**src/c2p_pkg.sv**
```systemverilog
package c2p_pkg;

	localparam int COORD_WIDTH = 24;
	localparam int ITERATIONS  = 16;
	localparam int GUARD_BITS  = 16;

	localparam int XW  = COORD_WIDTH + GUARD_BITS + 3;
	localparam int ZW  = 26;
	localparam int HW  = 17;
	localparam int IW  = $clog2(ITERATIONS);
	localparam int MW  = XW - 1;
	localparam int ML  = MW / 2;
	localparam int MH  = MW - ML;
	localparam int RS  = 32 + GUARD_BITS;
	localparam int SW  = MW + 33;

	localparam int IN_TW  = 8 * ((2 * COORD_WIDTH + 7) / 8);
	localparam int OUT_TW = 8 * ((COORD_WIDTH + HW + 7) / 8);

	localparam int DEG90  = 23040;
	localparam int DEG180 = 46080;

	function automatic logic [31:0] gain_q32(input int n);
		logic [31:0] g;
		case (n)
			8:       g = 32'd2608158027;
			9:       g = 32'd2608138129;
			10:      g = 32'd2608133154;
			11:      g = 32'd2608131911;
			12:      g = 32'd2608131600;
			13:      g = 32'd2608131522;
			14:      g = 32'd2608131502;
			15:      g = 32'd2608131498;
			default: g = 32'd2608131496;
		endcase
		return g;
	endfunction

	localparam logic [31:0] GAIN = gain_q32(ITERATIONS);

	function automatic logic signed [ZW-1:0] atan_q16(input logic [4:0] i);
		logic signed [ZW-1:0] a;
		case (i)
			5'd0:    a = ZW'(2949120);
			5'd1:    a = ZW'(1740967);
			5'd2:    a = ZW'(919879);
			5'd3:    a = ZW'(466945);
			5'd4:    a = ZW'(234379);
			5'd5:    a = ZW'(117304);
			5'd6:    a = ZW'(58666);
			5'd7:    a = ZW'(29335);
			5'd8:    a = ZW'(14668);
			5'd9:    a = ZW'(7334);
			5'd10:   a = ZW'(3667);
			5'd11:   a = ZW'(1833);
			5'd12:   a = ZW'(917);
			5'd13:   a = ZW'(458);
			5'd14:   a = ZW'(229);
			5'd15:   a = ZW'(115);
			5'd16:   a = ZW'(57);
			5'd17:   a = ZW'(29);
			5'd18:   a = ZW'(14);
			5'd19:   a = ZW'(7);
			5'd20:   a = ZW'(4);
			5'd21:   a = ZW'(2);
			5'd22:   a = ZW'(1);
			default: a = '0;
		endcase
		return a;
	endfunction

	typedef struct packed {
		logic                    valid;
		logic                    x_neg;
		logic                    y_neg;
		logic                    x_zero;
		logic                    y_zero;
		logic [COORD_WIDTH-1:0]  dist_sp;
		logic signed [XW-1:0]    x;
		logic signed [XW-1:0]    y;
		logic signed [ZW-1:0]    z;
	} c2p_beat_t;

endpackage

```
**src/c2p_post.sv**
```systemverilog
module c2p_post (
	input  logic                             clk,
	input  logic                             arst_n,
	input  logic                             ce,
	input  c2p_pkg::c2p_beat_t               d,
	output logic                             valid_s2,
	output logic [c2p_pkg::COORD_WIDTH-1:0]  distance_s2,
	output logic signed [c2p_pkg::HW-1:0]    heading_s2
);
	import c2p_pkg::*;

	logic [MW-1:0]          ux;
	logic [ML+31:0]         pl_c;
	logic [MH+31:0]         ph_c;
	logic signed [ZW-1:0]   zr;
	logic signed [HW:0]     a;
	logic signed [HW:0]     hd;
	logic                   y_pos;

	logic                   valid_s1;
	logic                   sp_s1;
	logic                   x_zero_s1;
	logic                   x_neg_s1;
	logic                   y_neg_s1;
	logic [COORD_WIDTH-1:0] dist_sp_s1;
	logic [ML+31:0]         pl_s1;
	logic [MH+31:0]         ph_s1;
	logic signed [HW-1:0]   head_s1;

	logic [SW-1:0]          sum;
	logic [SW-RS-1:0]       qd;
	logic [COORD_WIDTH-1:0] dist_c;

	always_comb begin
		ux    = d.x[XW-1] ? '0 : d.x[MW-1:0];
		pl_c  = ux[ML-1:0] * GAIN;
		ph_c  = ux[MW-1:ML] * GAIN;
		zr    = d.z + ZW'(128);
		a     = zr[ZW-1:8];
		y_pos = !d.y_neg && !d.y_zero;
		if (a < 0) begin
			a = '0;
		end else if (a > DEG90) begin
			a = (HW+1)'(DEG90);
		end
		if (d.x_zero) begin
			hd = y_pos ? (HW+1)'(DEG90) : -(HW+1)'(DEG90);
		end else if (d.y_zero) begin
			hd = d.x_neg ? (HW+1)'(DEG180) : '0;
		end else if (!d.x_neg && !d.y_neg) begin
			hd = a;
		end else if (d.x_neg && !d.y_neg) begin
			hd = (HW+1)'(DEG180) - a;
		end else if (!d.x_neg) begin
			hd = -a;
		end else begin
			hd = a - (HW+1)'(DEG180);
		end
	end

	always_comb begin
		sum    = SW'({ph_s1, {ML{1'b0}}}) + SW'(pl_s1) + (SW'(1) << (RS - 1));
		qd     = sum[SW-1:RS];
		dist_c = (|qd[SW-RS-1:COORD_WIDTH]) ? '1 : qd[COORD_WIDTH-1:0];
	end

	always_ff @(posedge clk or negedge arst_n) begin
		if (!arst_n) begin
			valid_s1 <= 1'b0;
			valid_s2 <= 1'b0;
		end else if (ce) begin
			valid_s1 <= d.valid;
			valid_s2 <= valid_s1;
		end
	end

	always_ff @(posedge clk) begin
		if (ce) begin
			sp_s1       <= d.x_zero || d.y_zero;
			x_zero_s1   <= d.x_zero;
			x_neg_s1    <= d.x_neg;
			y_neg_s1    <= d.y_neg;
			dist_sp_s1  <= d.dist_sp;
			pl_s1       <= pl_c;
			ph_s1       <= ph_c;
			head_s1     <= hd[HW-1:0];
			heading_s2  <= head_s1;
			distance_s2 <= sp_s1 ? dist_sp_s1 : dist_c;
		end
	end

	a_head_range: assert property (@(posedge clk) disable iff (!arst_n)
		valid_s2 |-> (heading_s2 >= -DEG180) && (heading_s2 <= DEG180))
		else $error("heading out of range");

	a_x_zero_axis: assert property (@(posedge clk) disable iff (!arst_n)
		(ce && valid_s1 && x_zero_s1) |=> (heading_s2 == DEG90) || (heading_s2 == -DEG90))
		else $error("zero x did not give a vertical heading");

	a_second_quad: assert property (@(posedge clk) disable iff (!arst_n)
		(ce && valid_s1 && !sp_s1 && x_neg_s1 && !y_neg_s1) |=>
			(heading_s2 >= DEG90) && (heading_s2 <= DEG180))
		else $error("second quadrant heading wrong");

	a_fourth_quad: assert property (@(posedge clk) disable iff (!arst_n)
		(ce && valid_s1 && !sp_s1 && !x_neg_s1 && y_neg_s1) |=>
			(heading_s2 <= 0) && (heading_s2 >= -DEG90))
		else $error("fourth quadrant heading wrong");

endmodule

```
**config.mk**
```make
export PLATFORM = sky130hd
export DESIGN_NAME = c2p_post
export DESIGN_NICKNAME = d
export VERILOG_FILES = /design/src/c2p_pkg.sv /design/src/c2p_post.sv
export SDC_FILE = /design/constraint.sdc
export NUM_CORES = 2
export LEC_CHECK = 0
export ABC_CLOCK_PERIOD_IN_PS = 3800
export BUFFER_PORTS_ARGS = -buffer_cell sky130_fd_sc_hd__buf_2
export CAP_MARGIN = 15
export CORE_UTILIZATION = 60
export CTS_CLUSTER_DIAMETER = 40
export DETAILED_ROUTE_END_ITERATION = 6
export GPL_TIMING_DRIVEN = 0
export PLACE_DENSITY = 0.85
export SETUP_SLACK_MARGIN = 0.02
export SLEW_MARGIN = 0
export SYNTH_ARGS = -nofsm -noshare
export SYNTH_HDL_FRONTEND = slang
export SYNTH_SLANG_ARGS = --single-unit
export TNS_END_PERCENT = 20
```
**constraint.sdc**
```tcl
create_clock -name clk -period 3.8 [get_ports clk]
set_input_delay 0.19 -clock clk [delete_from_list [all_inputs] [get_ports clk]]
set_output_delay 0.19 -clock clk [all_outputs]
set_load 0.03 [all_outputs]
```
## Yosys cells after proc, flatten, opt, wreduce, memory -nomap -nowiden

Cells that the tools add are included.

- Input port bits: 144
- ROM bits: 0
- Register bits: 185
- Output and inout port bits: 42
- Latch bits: 0
- Memories kept: 0
- Logic and storage cells: 39
- Bits in writable memories: 0

- Mux-type cells: 12
- Reductions and logical operators: 8
- $add $sub $neg: 6
- Equality and inequality tests: 0
- Bitwise operators: 0
- Multipliers: 2
- $lt $le $gt $ge: 2
- Div/mod/pow operators: 0
- Shift-type cells: 0

Operator list:

| cell | count |
|---|---|
| 2-to-1 mux 17 bit | 8 |
| multiplier 21 x 29 -> 50 bit, second input constant | 2 |
| adder 74 x 53 -> 75 bit | 1 |
| adder 75 x 48 -> 75 bit, second input constant | 1 |
| 2-to-1 mux 24 bit | 2 |
| 2-to-1 mux 42 bit | 1 |
| adder 26 x 9 -> 26 bit, second input constant | 1 |
| > comparator 18 x 16 -> 1 bit, second input constant | 1 |
| less-than comparator 18 x 1 -> 1 bit, second input constant | 1 |
| negation 17 bit | 1 |
| subtractor 17 bit, first input constant | 1 |
| subtractor 17 bit, second input constant | 1 |
| 2-to-1 mux 16 bit | 1 |
| logical AND 1 bit | 3 |
| logical NOT 1 bit | 3 |
| OR reduction 3 bit | 1 |
| logical OR 1 bit | 1 |

## Depth between registers and ports, before layout

- Depth after elaboration: 10
- Depth in mapped cells: 27
- Depth with buffers taken out: 26

## Worst setup path after synthesis

OpenSTA, ideal clock, no wires.

- Path type: input port to flip-flop
- Start: input d[111] (netlist bit)
- End: register ph_s1[52], data pin
- Stages on the path: 25
- Data arrival time: 6713 ps
- Path slack: -3175 ps
- Library setup time: 261 ps
- Path through: clkbuf_1 -> nand2b_1 -> inv_1 -> ha_1 -> inv_1 -> fa_1 -> fa_1 -> inv_1 -> fa_1 -> fa_1 -> fa_1 -> inv_1 -> fa_1 -> inv_1 -> ha_1 -> a21oi_1 -> a21oi_1 -> a211o_1 -> a221o_1 -> a211oi_1 -> a211o_1 -> o221ai_1 -> o21ai_0 -> o21ai_0 -> xnor2_1

- Cells in the longest elaborated chain, start to end: 2

RTL lines:

| element | RTL line | text |
|---|---|---|
| start, declared | c2p_post.sv:5 | `input c2p_pkg::c2p_beat_t d,` |
| 2-to-1 mux 42 bit | c2p_post.sv:35 | `ux = d.x[XW-1] ? '0 : d.x[MW-1:0];` |
| multiplier 21 x 29 -> 50 bit | c2p_post.sv:37 | `ph_c = ux[MW-1:ML] * GAIN;` |
| net ph_c[52] | c2p_post.sv:14 | `logic [MH+31:0] ph_c;` |
| end signal, assigned | c2p_post.sv:85 | `ph_s1 <= ph_c;` |
| end, declared | c2p_post.sv:27 | `logic [MH+31:0] ph_s1;` |

The timed path passes the listed nets, and every way through them passes these cells.
A chain may end at the register's enable or synchronous reset.

## Worst setup path after layout

- Start: input d[111] (netlist bit)
- End: register pl_s1[51], data pin

- Cells in the longest elaborated chain, start to end: 2

RTL lines:

| element | RTL line | text |
|---|---|---|
| 2-to-1 mux 42 bit | c2p_post.sv:35 |  |
| multiplier 21 x 29 -> 50 bit | c2p_post.sv:36 | `pl_c = ux[ML-1:0] * GAIN;` |
| net pl_c[51] | c2p_post.sv:13 | `logic [ML+31:0] pl_c;` |
| end signal, assigned | c2p_post.sv:84 | `pl_s1 <= pl_c;` |
| end, declared | c2p_post.sv:26 | `logic [ML+31:0] pl_s1;` |

The timed path passes the listed nets, and every way through them passes these cells.

==> results.py <==
metrics = {
    "place": {
        "hpwl_mm": 64.6,
        "placed_area_um2": 31800,
        "gp_congestion": 0.993,
        "io_buffers": 130,
        "dp_slack_ps": -4230,
    },
    "setup_path": {
        "crit_path_frequent_cell": "fa_1",
        "required_ps": 4010,
        "critPathKind": "in2reg",
        "cp_max_fo": 6,
        "critPathBufInv": 7,
        "arrival_ps": 6940,
        "startpoint_type": "primary input",
        "cpPeakStageDelay_ps": 600,
        "cp_slowest_cell": "fa_1",
        "cp-end-kind": "flip-flop",
        "cp_top_family": "adder cells",
    },
    "timing": {
        "finalCriticalPeriod_ps": 6730,
        "setup_viol": 73,
        "hold_slack_ps": 82.9,
        "fin_skew_ps": 16.6,
        "max_freq_mhz": 149,
        "rsz0062_at_grt": "true",
        "tightest_slew_ps": 751,
        "relSlewSlack": 0.496,
        "layout_setup_ws_ps": -2930,
        "drv_slew": 0,
        "finalHoldViolations": 0,
        "timing.final.crit_share": 1.77,
    },
    "grt": {
        "grt_overflow": 0,
        "grt_pass1_vias": 23200,
        "grt_max_degree": 95,
        "grt_pass1_wl_mm": 126,
        "grtUsageTotal": 0.331,
        "antenna_found_initial": 0,
    },
    "synthesis": {
        "yosysSeqAreaShare": 0.166,
        "syn_nets": 3909,
        "ys.flop_type": "edfxtp_1",
        "yosys_warnings": 0,
        "async_flop_share": 0.0122,
        "syn_inst": 2789,
        "synth_edf_count": 162,
        "netlist_area_um2": 29500,
        "ys_types": 80,
        "syn_area_per_cell_um2": 10.6,
        "ys_ff_latch": 164,
    },
    "routing": {
        "vias_per_cell": 5.68,
        "vias": 21400,
        "drtAntennaViolNets": 0,
        "drt_iter0_drc": 1461,
        "wl_mm": 79.5,
        "dr.pass1.iters": 7,
        "wl_per_cell_um": 21.1,
        "remaining_drc_errors": 0,
    },
    "floorplanning": {
        "coreArea_um2": 48100,
        "dieArea_um2": 50100,
        "die_w_um": 224,
        "start_util": 0.613,
        "row_count": 80,
        "die_h_um": 224,
        "ios": 186,
    },
    "clock_tree": {
        "cts_root_buf": "clkbuf_16",
        "clock_path_buffers": 2,
        "cts_buffers": 17,
        "cts_sinks": 164,
        "cts_tree": "done",
        "clock_latency_ps": 470,
        "cts_htree_levels": 4,
        "clk_pin_slew_worst_paths_ps": 80,
    },
    "finish": {
        "area_growth_pct": 18.3,
        "seq_area_um2": 4910,
        "diodes": 0,
        "fillCellCount": 3297,
        "nets": 4211,
        "layout-drive-gt1-share": 0.207,
        "finalInstanceArea_um2": 34900,
        "mostFrequentLayoutCells": "inv_1 (661), fa_1 (468), ha_1 (412), edfxtp_1 (162), buf_2 (131)",
        "multi_input_area_um2": 23400,
        "post-route-util": 0.725,
        "final_common_cell": "inv_1",
    },
    "worst_hold_path": {
        "hold_path_class": "in2async",
    },
    "outcome": {
        "failed_checks": "setup timing",
        "status": "finished, violations left",
    },
    "run": {
        "drv_cap": 0,
    },
}
-- kinds of logic (layout without fill, tap and decap cells) --
| kind of cell | count (synthesis) | count (layout) | synth area share |
|---|---|---|---|
| AOI/OAI and AO/OA | 372 | 372 | 0.0874 |
| muxes | 6 | 6 | 0.00212 |
| and+or+nand+nor | 390 | 390 | 0.0692 |
| buffers and inverters | 769 | 1083 | 0.0987 |
| xor gates and xnor gates | 112 | 112 | 0.0332 |
| adders and majority gates | 976 | 976 | 0.543 |
| DFF | 164 | 164 | 0.166 |
-- cell usage after synthesis (14+ instances only) --
master | n | share of area
a21o_1 | 55 | 0.014
a21oi_1 | 98 | 0.017
a2bb2oi_1 | 19 | 0.0056
and2_1 | 15 | 0.0032
and3_1 | 14 | 0.0030
clkbuf_1 | 22 | 0.0028
edfxtp_1 | 162 | 0.16
fa_1 | 508 | 0.34
ha_1 | 468 | 0.20
inv_1 | 739 | 0.094
nand2_1 | 69 | 0.0088
nand2b_1 | 46 | 0.0097
nand3_1 | 43 | 0.0073
nand4_1 | 19 | 0.0040
nor2_1 | 83 | 0.011
nor2b_1 | 25 | 0.0053
nor3_1 | 29 | 0.0049
o21ai_0 | 54 | 0.0092
xnor2_1 | 69 | 0.020
xor2_1 | 43 | 0.013
-- worst paths after layout --
check	cells past startpoint	slack [ps]	startpoint	to
max	25	-2930	d[111]	pl_s1[51]
min	2	80	arst_n	valid_s2
max reg2reg	13	-30	pl_s1[33]	distance_s2[15]
min reg2reg	0	420	head_s1[7]	heading_s2[7]
max in group asynchronous	2	3610	arst_n	valid_s1
min in group clk	4	200	d[136]	head_s1[10]
-- flip-flops by register name, summed over array words and instances, names as in the netlist, 17 cells and up --
register and cells:
pl_s1 29, ph_s1 50, heading_s2 17, distance_s2 24, dist_sp_s1 24, head_s1 17
-- layer usage --
layer | up-vias | track usage | routed length (um)
li1 | 9666 | - | -
met1 | 10700 | 0.449 | 32700
met2 | 844 | 0.542 | 38200
met3 | 142 | 0.0615 | 6140
met4 | 0 | 0.101 | 2450
met5 | - | 0 | 0
-- repair_timing --
item / 4_1_cts / 5_1_grt
pin swaps: 135 / 70
setup buffers: 92 / 31
cloned: 4 / 0
endpoints found under the hold margin: 27 / 0
resized for setup: 199 / 100
endpoints found under the setup margin: 93 / 89
hold buffers: 26 / 0
-- layout make-up --
cell class	count	share of cell area
Inverter	739	0.0831
Clock inverter	14	0.00541
Timing Repair Buffer	283	0.0589
Tap cell	656	0.0235
Multi-Input combinational cell	1856	0.669
Clock buffer	17	0.0122
Buffer	30	0.00699
Sequential cell	164	0.141
-- worst register-to-register path: cells and delay by family, from the launching register on --
kind                     cells  cell delay [ps]
AND/OR/NAND/NOR              2              680
buffers and inverters        1              190
adder cells (fa/ha/maj)      2              650
flip-flops                   1              380
AO/OA/AOI/OAI                8             1700
-- through the flow --
stage          setup TNS (ps)  std cells
6_report              -161830       3759
5_1_grt               -172930       3759
4_1_cts               -157820       3729
3_5_place_dp          -243900       3576
3_3_place_gp          -236080       3575
2_1_floorplan         -146740       2789
Power is left out: the tool's default activity adds up to more than one toggle a clock period on the data nets, which glitch-free logic cannot reach.
