<file path="config.mk">
export PLATFORM = sky130hd
export DESIGN_NAME = c2p_cell
export DESIGN_NICKNAME = d
export VERILOG_FILES = /design/src/c2p_pkg.sv /design/src/c2p_cell.sv
export SDC_FILE = /design/constraint.sdc
export NUM_CORES = 1
export LEC_CHECK = 0
export BUFFER_PORTS_ARGS = -buffer_cell sky130_fd_sc_hd__buf_2
export CORE_MARGIN = 4
export CORE_UTILIZATION = 30
export CTS_CLUSTER_SIZE = 40
export DETAILED_ROUTE_END_ITERATION = 16
export PLACE_DENSITY = 0.49
export SYNTH_ARGS = -nofsm -noshare
export SYNTH_HDL_FRONTEND = slang
export SYNTH_SLANG_ARGS = --single-unit
</file>
<file path="constraint.sdc">
create_clock -name clk -period 1.5 [get_ports clk]
set_clock_uncertainty 0.05 [all_clocks]
set_input_delay 0.075 -clock clk [delete_from_list [all_inputs] [get_ports clk]]
set_output_delay 0.075 -clock clk [all_outputs]
set_load 0.02 [all_outputs]
</file>
<file path="src/c2p_pkg.sv">
package c2p_pkg;

	localparam int COORD_WIDTH = 24;
	localparam int ITERATIONS  = 16;
	localparam int GUARD_BITS  = 16;

	localparam int XW  = COORD_WIDTH + GUARD_BITS + 3;
	localparam int ZW  = 26;
	localparam int HW  = 17;
	localparam int IW  = $clog2(ITERATIONS);
	localparam int MW  = XW - 1;
	localparam int ML  = MW / 2;
	localparam int MH  = MW - ML;
	localparam int RS  = 32 + GUARD_BITS;
	localparam int SW  = MW + 33;

	localparam int IN_TW  = 8 * ((2 * COORD_WIDTH + 7) / 8);
	localparam int OUT_TW = 8 * ((COORD_WIDTH + HW + 7) / 8);

	localparam int DEG90  = 23040;
	localparam int DEG180 = 46080;

	function automatic logic [31:0] gain_q32(input int n);
		logic [31:0] g;
		case (n)
			8:       g = 32'd2608158027;
			9:       g = 32'd2608138129;
			10:      g = 32'd2608133154;
			11:      g = 32'd2608131911;
			12:      g = 32'd2608131600;
			13:      g = 32'd2608131522;
			14:      g = 32'd2608131502;
			15:      g = 32'd2608131498;
			default: g = 32'd2608131496;
		endcase
		return g;
	endfunction

	localparam logic [31:0] GAIN = gain_q32(ITERATIONS);

	function automatic logic signed [ZW-1:0] atan_q16(input logic [4:0] i);
		logic signed [ZW-1:0] a;
		case (i)
			5'd0:    a = ZW'(2949120);
			5'd1:    a = ZW'(1740967);
			5'd2:    a = ZW'(919879);
			5'd3:    a = ZW'(466945);
			5'd4:    a = ZW'(234379);
			5'd5:    a = ZW'(117304);
			5'd6:    a = ZW'(58666);
			5'd7:    a = ZW'(29335);
			5'd8:    a = ZW'(14668);
			5'd9:    a = ZW'(7334);
			5'd10:   a = ZW'(3667);
			5'd11:   a = ZW'(1833);
			5'd12:   a = ZW'(917);
			5'd13:   a = ZW'(458);
			5'd14:   a = ZW'(229);
			5'd15:   a = ZW'(115);
			5'd16:   a = ZW'(57);
			5'd17:   a = ZW'(29);
			5'd18:   a = ZW'(14);
			5'd19:   a = ZW'(7);
			5'd20:   a = ZW'(4);
			5'd21:   a = ZW'(2);
			5'd22:   a = ZW'(1);
			default: a = '0;
		endcase
		return a;
	endfunction

	typedef struct packed {
		logic                    valid;
		logic                    x_neg;
		logic                    y_neg;
		logic                    x_zero;
		logic                    y_zero;
		logic [COORD_WIDTH-1:0]  dist_sp;
		logic signed [XW-1:0]    x;
		logic signed [XW-1:0]    y;
		logic signed [ZW-1:0]    z;
	} c2p_beat_t;

endpackage

</file>
<file path="src/c2p_cell.sv">
module c2p_cell (
	input  logic                clk,
	input  logic                arst_n,
	input  logic                ce,
	input  logic [c2p_pkg::IW-1:0] idx,
	input  c2p_pkg::c2p_beat_t  d,
	output c2p_pkg::c2p_beat_t  q
);
	import c2p_pkg::*;

	c2p_beat_t nx;
	logic signed [XW-1:0] dx;
	logic signed [XW-1:0] dy;
	logic signed [ZW-1:0] ang;

	always_comb begin
		dx  = d.y >>> idx;
		dy  = d.x >>> idx;
		ang = atan_q16(5'(idx));
		nx  = d;
		if (!d.y[XW-1]) begin
			nx.x = d.x + dx;
			nx.y = d.y - dy;
			nx.z = d.z + ang;
		end else begin
			nx.x = d.x - dx;
			nx.y = d.y + dy;
			nx.z = d.z - ang;
		end
	end

	always_ff @(posedge clk or negedge arst_n) begin
		if (!arst_n) begin
			q <= '0;
		end else if (ce) begin
			q <= nx;
		end
	end

endmodule

</file>
### Yosys cells after proc, flatten, opt, wreduce, memory -nomap -nowiden

Memories as Yosys holds them, arrays and structs flattened.
Cells that the tools add are included.

| storage, ports and cells | value |
|---|---|
| flip-flop bits (word level) | 141 |
| bits in read-only memories | 352 |
| memories kept | 1 |
| output and inout port bits | 141 |

| cells by class | value |
|---|---|
| shift-type cells | 2 |
| muxes and demuxes | 1 |
| $add $sub $neg | 6 |

Memories:

| name | words | width | read ports | clocked after Yosys merged registers in | write ports | RTL line | RTL |
|---|---|---|---|---|---|---|---|
| (name not given) | 16 | 22 | 1 | 0 | 0 | c2p_pkg.sv:43 | `case (i)` |

Operators by type and width:

| cell | number |
|---|---|
| two-way mux 112 bit | 1 |
| adder 43 bit | 2 |
| >>> shifter 43 x 4 -> 43 bit | 2 |
| subtractor 43 bit | 2 |
| adder 26 bit | 1 |
| subtractor 26 bit | 1 |

### Logic depth before layout (Yosys ltp)

Gate-level depths: netlist (run 1).

| logic depth | value |
|---|---|
| depth in word-level cells | 3 |
| mapped depth | 32 |
| depth with buffers taken out | 23 |

### Least setup slack after synthesis (run 1)

OpenSTA, ideal clock, no wires.

| timing | value |
|---|---|
| path type | input to register |
| start point | in idx[2] (netlist bit) |
| end point | reg q[102] (netlist bit) |
| arrival | 6122 ps |
| path slack | -4797 ps |
| cell stages on the path | 29 |
| cell sequence | buf_2 -> buf_4 -> buf_4 -> clkbuf_1 -> buf_2 -> clkbuf_1 -> buf_1 -> clkbuf_1 -> buf_1 -> a211oi_1 -> a31o_2 -> ha_1 -> nand2_1 -> a2111oi_0 -> and3b_1 -> buf_2 -> and3_1 -> nor2_1 -> xor2_1 -> ha_1 -> a21o_1 -> nor4b_1 -> a21oi_1 -> a21oi_1 -> o21ai_0 -> a221oi_1 -> o21ai_0 -> xor2_1 -> mux2_2 |

| between the ends | value |
|---|---|
| cells in the longest elaborated chain, start to end | 3 |

RTL lines:

| element | RTL line | RTL |
|---|---|---|
| start: declaration | c2p_cell.sv:5 | `input logic [c2p_pkg::IW-1:0] idx,` |
| >>> shifter 43 x 4 -> 43 bit * | c2p_cell.sv:17 | `dx = d.y >>> idx;` |
| adder 43 bit or subtractor 43 bit (tied branches) | c2p_cell.sv:22, c2p_cell.sv:26 |  |
| two-way mux 112 bit * | c2p_cell.sv:21 | `if (!d.y[XW-1]) begin` |
| end signal: assignment | c2p_cell.sv:36 | `q <= nx;` |
| end: declaration | c2p_cell.sv:7 | `output c2p_pkg::c2p_beat_t q` |

Mark *: on every way between the ends. The rest lies on a longest branch, timed or not.
A chain may end at the register's enable or synchronous reset.

### Worst setup path in the final report (run 1)

| timing | value |
|---|---|
| start point | in idx[0] (netlist bit) |
| end point | reg q[103] (netlist bit) |

The elaborated chain is that of the path after synthesis.

==> reports/qor.csv, run 1 <==
stage;metric;value;unit
synthesis;register area share after synthesis;18.5;%
grt;initial antenna violation count;10;
sta;Fmax;214;MHz
cells_and_area;Layout Area Growth over Synthesis;67.4;%
clock_network;Root Buffer;clkbuf_16;
synthesis;post-synthesis register bit count;141;
sta;Setup-failing EPs final;111;
pwr;Switching Power;13.6;mW
cells_and_area;share of cells above drive strength 1;56.6;%
grt;GRT overflow;0;
pwr;PnR Total Power;32.2;mW
job;max-cap violations;0;
place;Buffers on Ports;288;
sta;Final Hold Viols;1;
cells_and_area;final instance count without filler cells;4149;
place;hpwl dp;64500;µm
pwr;Internal;18.6;mW
sta;min cycle time layout;4.66;ns
pwr;Flop pwr share;18.3;%
clock_network;Clock Sink Count;141;
clock_network;Max clock buf depth;2;
worst_setup_path;reg2reg setup slack;0.11;ns
synthesis;EDFF count, synth;0;
pwr;Leakage;14.8;nW
synthesis;Synth Warn #;0;
synthesis;main flop type after synthesis;dfrtp_1;
worst_setup_path;Arr. time, crit path;5.00;ns
synthesis;Synth cell types;91;
clock_network;TritonCTS buffer count;17;
sta;Worst Max-Slew Pin Slew;0.635;ns
worst_setup_path;crit path buf inv count;6;
routing;antenna-violating nets left;0;
sta;final setup margin;-3.16;ns
routing;# DRC;0;
synthesis;Post-Syn Nets;2427;
worst_setup_path;CP peak stage delay;0.44;ns
worst_setup_path;Setup CP Type;in2reg;
worst_setup_path;Crit path max-delay family;compound AO/OA/AOI/OAI gates;
grt;met3 Use GR;3.42;%
pwr;Gate power share;68.4;%
worst_setup_path;largest fanout on the critical path;7;
clock_network;clock-pin slew on the worst setup and hold paths;0.07;ns
synthesis;Cells after Synth;2150;
die;# rows;92;
cells_and_area;Largest register FFs;141;
pwr;peak supply drop;1.01;mV
grt;busiest layer in global routing;met2;
clock_network;Clock Latency Late Sink;0.50;ns
clock_network;Hold-fix buffers, CTS;40;
routing;Pre-Repair DR Iteration Count;6;
pwr;Sw Ratio;42.1;%
routing;final wirelength;81900;µm
cells_and_area;largest registers;q: 141 flops;
die;die height;260;µm
clock_network;H-tree depth;4;
cells_and_area;Final Util;50.6;%
outcome;failing checks;negative hold slack, negative setup slack;
synthesis;leading area contributor after synthesis;dfrtp_1;
synthesis;Yosys top cell area share;18.5;%
grt;total track usage;23.6;%
sta;Max transition margin;57.5;%
worst_setup_path;startpoint class of the critical path;primary input;
routing;via count;21600;
die;total die area;0.0675;mm²
routing;DRT iter0 DRCs;1272;
worst_setup_path;CP Capture Type;flip-flop;
worst_setup_path;CP cell instances;buf_12, buf_12, buf_8, buf_4, mux2i_4, nand2_1, and3_4, or3_4, buf_4, a2111oi_4, and3b_2, and3_4, a31oi_2, xor2_1, ha_1, and2_4, nand3_4, a211o_1, a31o_4, o41ai_4, o221ai_2, buf_4, xnor2_2, mux2_2;
outcome;status;complete, but fails checks;
worst_setup_path;slowest CP cell;a2111oi_4;
place;Placed Cells;3955;
pwr;clock power share;13.3;%
grt;vias in the first global route;22800;
worst_setup_path;Worst Path Required;1.84;ns
synthesis;fraction of registers with async set/reset;100;%
worst_setup_path;cell repeated most along the worst path;buf_4;
sta;Final Max Tran Viols;0;
grt;largest net degree at the start of global routing;70;
grt;GR Util met1;27.7;%
sta;Worst Hold Slack;-0.0737;ns
die;Initial Utilization;30.2;%
grt;first-pass GRT wire length;125000;µm
pwr;Power Density;1010;mW/mm²
clock_network;CTS tree;yes;
routing;Wirelength per Cell;19.7;µm
die;Core Region;0.0630;mm²
cells_and_area;Top reg by flops;q;
place;pre-CTS setup slack;-3.94;ns
sta;RSZ-0062 raised after global routing;yes;
die;chip width;260;µm
hold_path;worst min path class;in2reg;
routing;Via density;5.20;
synthesis;Syn Area/Cell;8.85;µm²
place;GPL Wtd Cong;0.893;
synthesis;synthesized area;0.0190;mm²
cells_and_area;Layout Nets;3557;
grt;met2 GRT Util;43.1;%
sta;final worst-path cycle share;311;%
die;io pins;289;
synthesis;top cells by area, synth;dfrtp_1 19%, mux4_2 11%, mux2_2 9.6%;
==> worst reg2reg max path, stage by stage (launching register included) <==
cell and delay [ns]:
dfrtp_1 0.38, mux2_2 0.26, dlygate4sd3_1 0.57
==> metal layers <==
layer / routed length [µm] / vias up
met5: 13 / -
met1: 32900 / 10600
li1: - / 10300
met4: 2850 / 2
met2: 42700 / 519
met3: 3400 / 129
==> metrics by stage <==
stage | TNS (ns) | instance area [µm²] | hold slack [ns]
after CTS | -258.05 | 30600 | -0.102
after global routing | -281.03 | 31900 | -0.0787
after floorplan | -288.33 | 20000 | -0.271
after global placement | -336.83 | 27700 | 0.0205
after detailed placement | -337.90 | 27700 | 0.0266
final | -263.13 | 31900 | -0.0737
==> cells by family (layout without fill, tap and decap cells) <==
kind of cell    Yosys count  after routing  share of synthesized area [%]
compound gates          604            604                           20.5
xor+xnor                191            191                           8.79
fa+ha+maj               129            129                           8.60
buf+inv                 181           1324                           4.42
flops                   141            141                           18.5
mux                     329            329                           24.6
other cells               0             10                              0
simple gates            575            575                           14.5
==> power groups by stage <==
stage          combinational [mW]  sequential, mW  clock, mW
2_1_floorplan                8.99            7.62          0
3_3_place_gp                 18.7            5.90          0
3_5_place_dp                 18.9            5.95          0
4_1_cts                      20.7            5.88       4.46
5_1_grt                      23.7            6.06       4.64
6_report                     22.0            5.87       4.29
==> timing repair <==
action	in CTS	in global routing
endpoints found under the hold margin	173	2
pin swaps	139	165
setup buffers	90	45
setup endpoints to repair	111	112
resized for setup	256	228
gates cloned	4	0
==> cell usage in the layout, fill, tap and decap left out, types with 11 or more instances in the layout <==
cell           instances
nand4_1               19
nor3_1                23
xnor2_2               22
buf_12                19
buf_4                822
and2_1                12
buf_2                281
ha_4                  15
mux4_2                93
a21o_1                79
a211oi_2              12
nor2_4                12
nand2_1              176
clkbuf_16             17
a31oi_1               23
mux2_2               119
nor2_1               134
o21bai_1              11
nand2_2               11
ha_1                 101
nor2_2                21
a21oi_1              109
o21ai_0               59
a21oi_4               11
buf_6                 70
nand2b_1              13
nor2b_1               20
a21oi_2               55
o21a_1                24
o21ai_2               23
inv_1                 40
xor2_1                52
dlygate4sd3_1         40
dfrtp_1              141
o21ai_1               34
xnor2_1              108
mux2_4                45
mux2i_1               56
nand3_1               26
==> synth_stat cells, types with 5 or more instances <==
cell type / number
o21bai_1: 14
a21o_1: 79
mux2i_1: 70
nand3b_1: 5
inv_1: 47
nand2b_1: 18
a22oi_1: 12
buf_6: 8
o31ai_1: 13
o21ai_0: 116
mux2_2: 163
a211o_1: 7
nor2b_1: 29
a31oi_1: 35
nand4_1: 19
ha_1: 126
and3_1: 19
buf_2: 24
and2_1: 15
nor2_1: 167
nand3_1: 34
xor2_1: 57
or3_1: 10
a211oi_1: 18
mux4_2: 93
nand2_1: 187
a21oi_1: 175
o21a_1: 25
dfrtp_1: 141
nor3_1: 35
a22o_1: 6
xnor2_1: 134
clkbuf_1: 65
a221oi_1: 9
or2_2: 7
o211ai_1: 8
o31a_1: 8
buf_4: 10
a41oi_1: 8
a21boi_0: 6
o22ai_1: 11
buf_1: 21
==> worst paths after layout <==
| kind | to | from | depth (start not counted) |
|---|---|---|---|
| worst max-delay path | q[103] | idx[0] | 24 |
| worst min-delay path | q[0] | d[0] | 4 |
| worst max register to register | q[125] | q[125] | 2 |
| worst min register to register | q[85] | q[85] | 1 |
| max in group asynchronous | q[115] | arst_n | 3 |
| min in group asynchronous | q[21] | arst_n | 2 |
==> layout make-up <==
cell class	count	area [µm²]
fill	6019	31100
multi-input combinational	1828	17100
timing repair buffer	1243	9350
sequential	141	3530
tap	846	1060
clock buffer	17	425
inverter	49	196
clock inverter	15	146
antenna	10	25.0
(Power assumes the default switching activity.)
==> run 2: changes to the inputs <==
- SKIP_LAST_GASP: not set -> 1
==> reports/qor.csv, run 2 (synthesized netlist as in run 1, its figures left out) <==
stage;metric;value;unit
worst_setup_path;Crit path max-delay family;compound AO/OA/AOI/OAI gates;
place;dpl cell area;0.0277;mm²
sta;final worst-path cycle share;311;%
routing;Wirelength per Cell;19.7;µm
die;Core Region;0.0630;mm²
grt;GRT overflow;0;
routing;Via density;5.19;
hold_path;worst min path class;in2reg;
clock_network;Clock Latency Late Sink;0.49;ns
cells_and_area;most common cell after layout, fill and taps aside;buf_4;
clock_network;TritonCTS buffer count;17;
clock_network;Hold-fix buffers, CTS;40;
sta;min cycle time layout;4.67;ns
place;pre-CTS setup slack;-3.94;ns
clock_network;Clock Sink Count;141;
sta;Setup-failing EPs final;112;
cells_and_area;Layout Nets;3565;
clock_network;clock-pin slew on the worst setup and hold paths;0.07;ns
pwr;Sw Ratio;42.1;%
pwr;Internal;18.6;mW
pwr;Switching Power;13.5;mW
clock_network;CTS tree;yes;
worst_setup_path;largest fanout on the critical path;7;
routing;via count;21600;
routing;Pre-Repair DR Iteration Count;7;
worst_setup_path;startpoint class of the critical path;primary input;
worst_setup_path;CP cell instances;buf_12, buf_12, buf_8, buf_4, mux2i_4, nand2_1, and3_4, or3_4, buf_4, a2111oi_4, and3b_2, and3_4, a31oi_2, xor2_1, ha_1, and2_4, nand3_4, a211o_1, a31o_4, o41ai_4, o221ai_2, buf_4, xnor2_2, mux2_2;
clock_network;Max clock buf depth;2;
grt;initial antenna violation count;10;
grt;first-pass GRT wire length;125000;µm
pwr;Leakage;14.7;nW
pwr;peak supply drop;1.00;mV
die;io pins;289;
cells_and_area;final instance count without filler cells;4156;
sta;Final Hold Viols;1;
sta;final setup margin;-3.17;ns
sta;Max transition margin;57.7;%
worst_setup_path;crit path buf inv count;6;
grt;vias in the first global route;22800;
die;# rows;92;
outcome;failing checks;negative hold slack, negative setup slack;
die;die height;260;µm
worst_setup_path;Setup CP Type;in2reg;
cells_and_area;Largest register FFs;141;
sta;RSZ-0062 raised after global routing;yes;
worst_setup_path;CP peak stage delay;0.44;ns
sta;Final Max Tran Viols;0;
pwr;Flop pwr share;18.3;%
routing;final wirelength;81900;µm
worst_setup_path;CP Capture Type;flip-flop;
job;max-cap violations;0;
sta;Worst Max-Slew Pin Slew;0.631;ns
sta;Worst Hold Slack;-0.0424;ns
cells_and_area;Final Util;50.6;%
worst_setup_path;Worst Path Required;1.84;ns
routing;DRT iter0 DRCs;1165;
outcome;status;complete, but fails checks;
pwr;Gate power share;68.4;%
die;Initial Utilization;30.2;%
place;GPL Wtd Cong;0.893;
worst_setup_path;slowest CP cell;a2111oi_4;
cells_and_area;Top reg by flops;q;
sta;Fmax;214;MHz
pwr;clock power share;13.3;%
grt;total track usage;23.6;%
cells_and_area;largest registers;q: 141 flops;
cells_and_area;share of cells above drive strength 1;56.6;%
place;hpwl dp;64500;µm
worst_setup_path;cell repeated most along the worst path;buf_4;
cells_and_area;Layout Area Growth over Synthesis;67.3;%
cells_and_area;Design Area, Final;0.0318;mm²
clock_network;H-tree depth;4;
cells_and_area;most frequent cells in the layout;833 x buf_4, 281 x buf_2, 174 x nand2_1, 141 x dfrtp_1, 138 x nor2_1;
pwr;Power Density;1010;mW/mm²
place;Placed Cells;3955;
clock_network;Root Buffer;clkbuf_16;
die;chip width;260;µm
die;total die area;0.0675;mm²
routing;# DRC;0;
place;Buffers on Ports;288;
routing;antenna-violating nets left;0;
grt;largest net degree at the start of global routing;70;
worst_setup_path;Arr. time, crit path;5.01;ns
==> run 2: cell count changes in the layout (fill, tap and decap cells not counted), sizes merged <==
cell and delta:
buf +8, diode -1
==> run 2: final timing paths <==
path,slack (ns),cells past startpoint,start,to
setup / recovery,-3.17,24,idx[0],q[103]
hold / removal,-0.04,4,d[0],q[0]
setup reg to reg,0.11,2,q[125],q[125]
hold reg to reg,0.43,1,q[85],q[85]
max in group asynchronous,0.77,3,arst_n,q[119]
min in group asynchronous,0.06,2,arst_n,q[21]
==> run 2: per-stage QoR <==
step                hold WS [ns]  TNS [ns]  power [mW]
detailed placement        0.0266   -337.90        24.8
CTS                       -0.102   -258.20        31.1
finish                   -0.0424   -268.85        32.2
floorplan                 -0.271   -288.33        16.6
global placement          0.0205   -336.83        24.6
global route             -0.0515   -286.29        34.4
==> run 2: what timing repair did <==
action | in CTS | in global routing
setup endpoints to repair | 111 | 112
resized for setup | 251 | 219
setup buffers | 90 | 57
hold endpoints to repair | 173 | 2
gates cloned | 4 | 0
pin swaps | 138 | 172
==> run 2: metal layers <==
layer / vias up / GRT usage (%) / part of all wire, %
met1: 10600 / 27.7 / 40
met2: 522 / 43.1 / 52
met3: 135 / 3.42 / 4.3
met4: 2 / 9.53 / 3.8
met5: - / 0 / 0.016
li1: 10300 / - / -
==> run 2: cell type report <==
class                           instances  area, µm²
Timing Repair Buffer                 1251       9410
Tap cell                              846       1060
Sequential cell                       141       3530
Clock buffer                           17        425
Clock inverter                         15        146
Antenna cell                            9       22.5
Inverter                               49        196
Multi-Input combinational cell       1828      17000
Fill cell                            6039      31100
==> run 2: power groups by stage <==
stage / Clock [mW] / Combinational (mW) / Sequential (mW)
after global routing: 4.64 / 23.7 / 6.05
after global placement: 0 / 18.7 / 5.90
after detailed placement: 0 / 18.9 / 5.95
after CTS: 4.46 / 20.7 / 5.88
final: 4.28 / 22.0 / 5.87
after floorplan: 0 / 8.99 / 7.62
==> run 2: tightest hold or removal path, cell delays in order <==
cell     delay (ns)
buf_2          0.09
inv_1          0.07
ha_2           0.16
o21ai_1        0.06
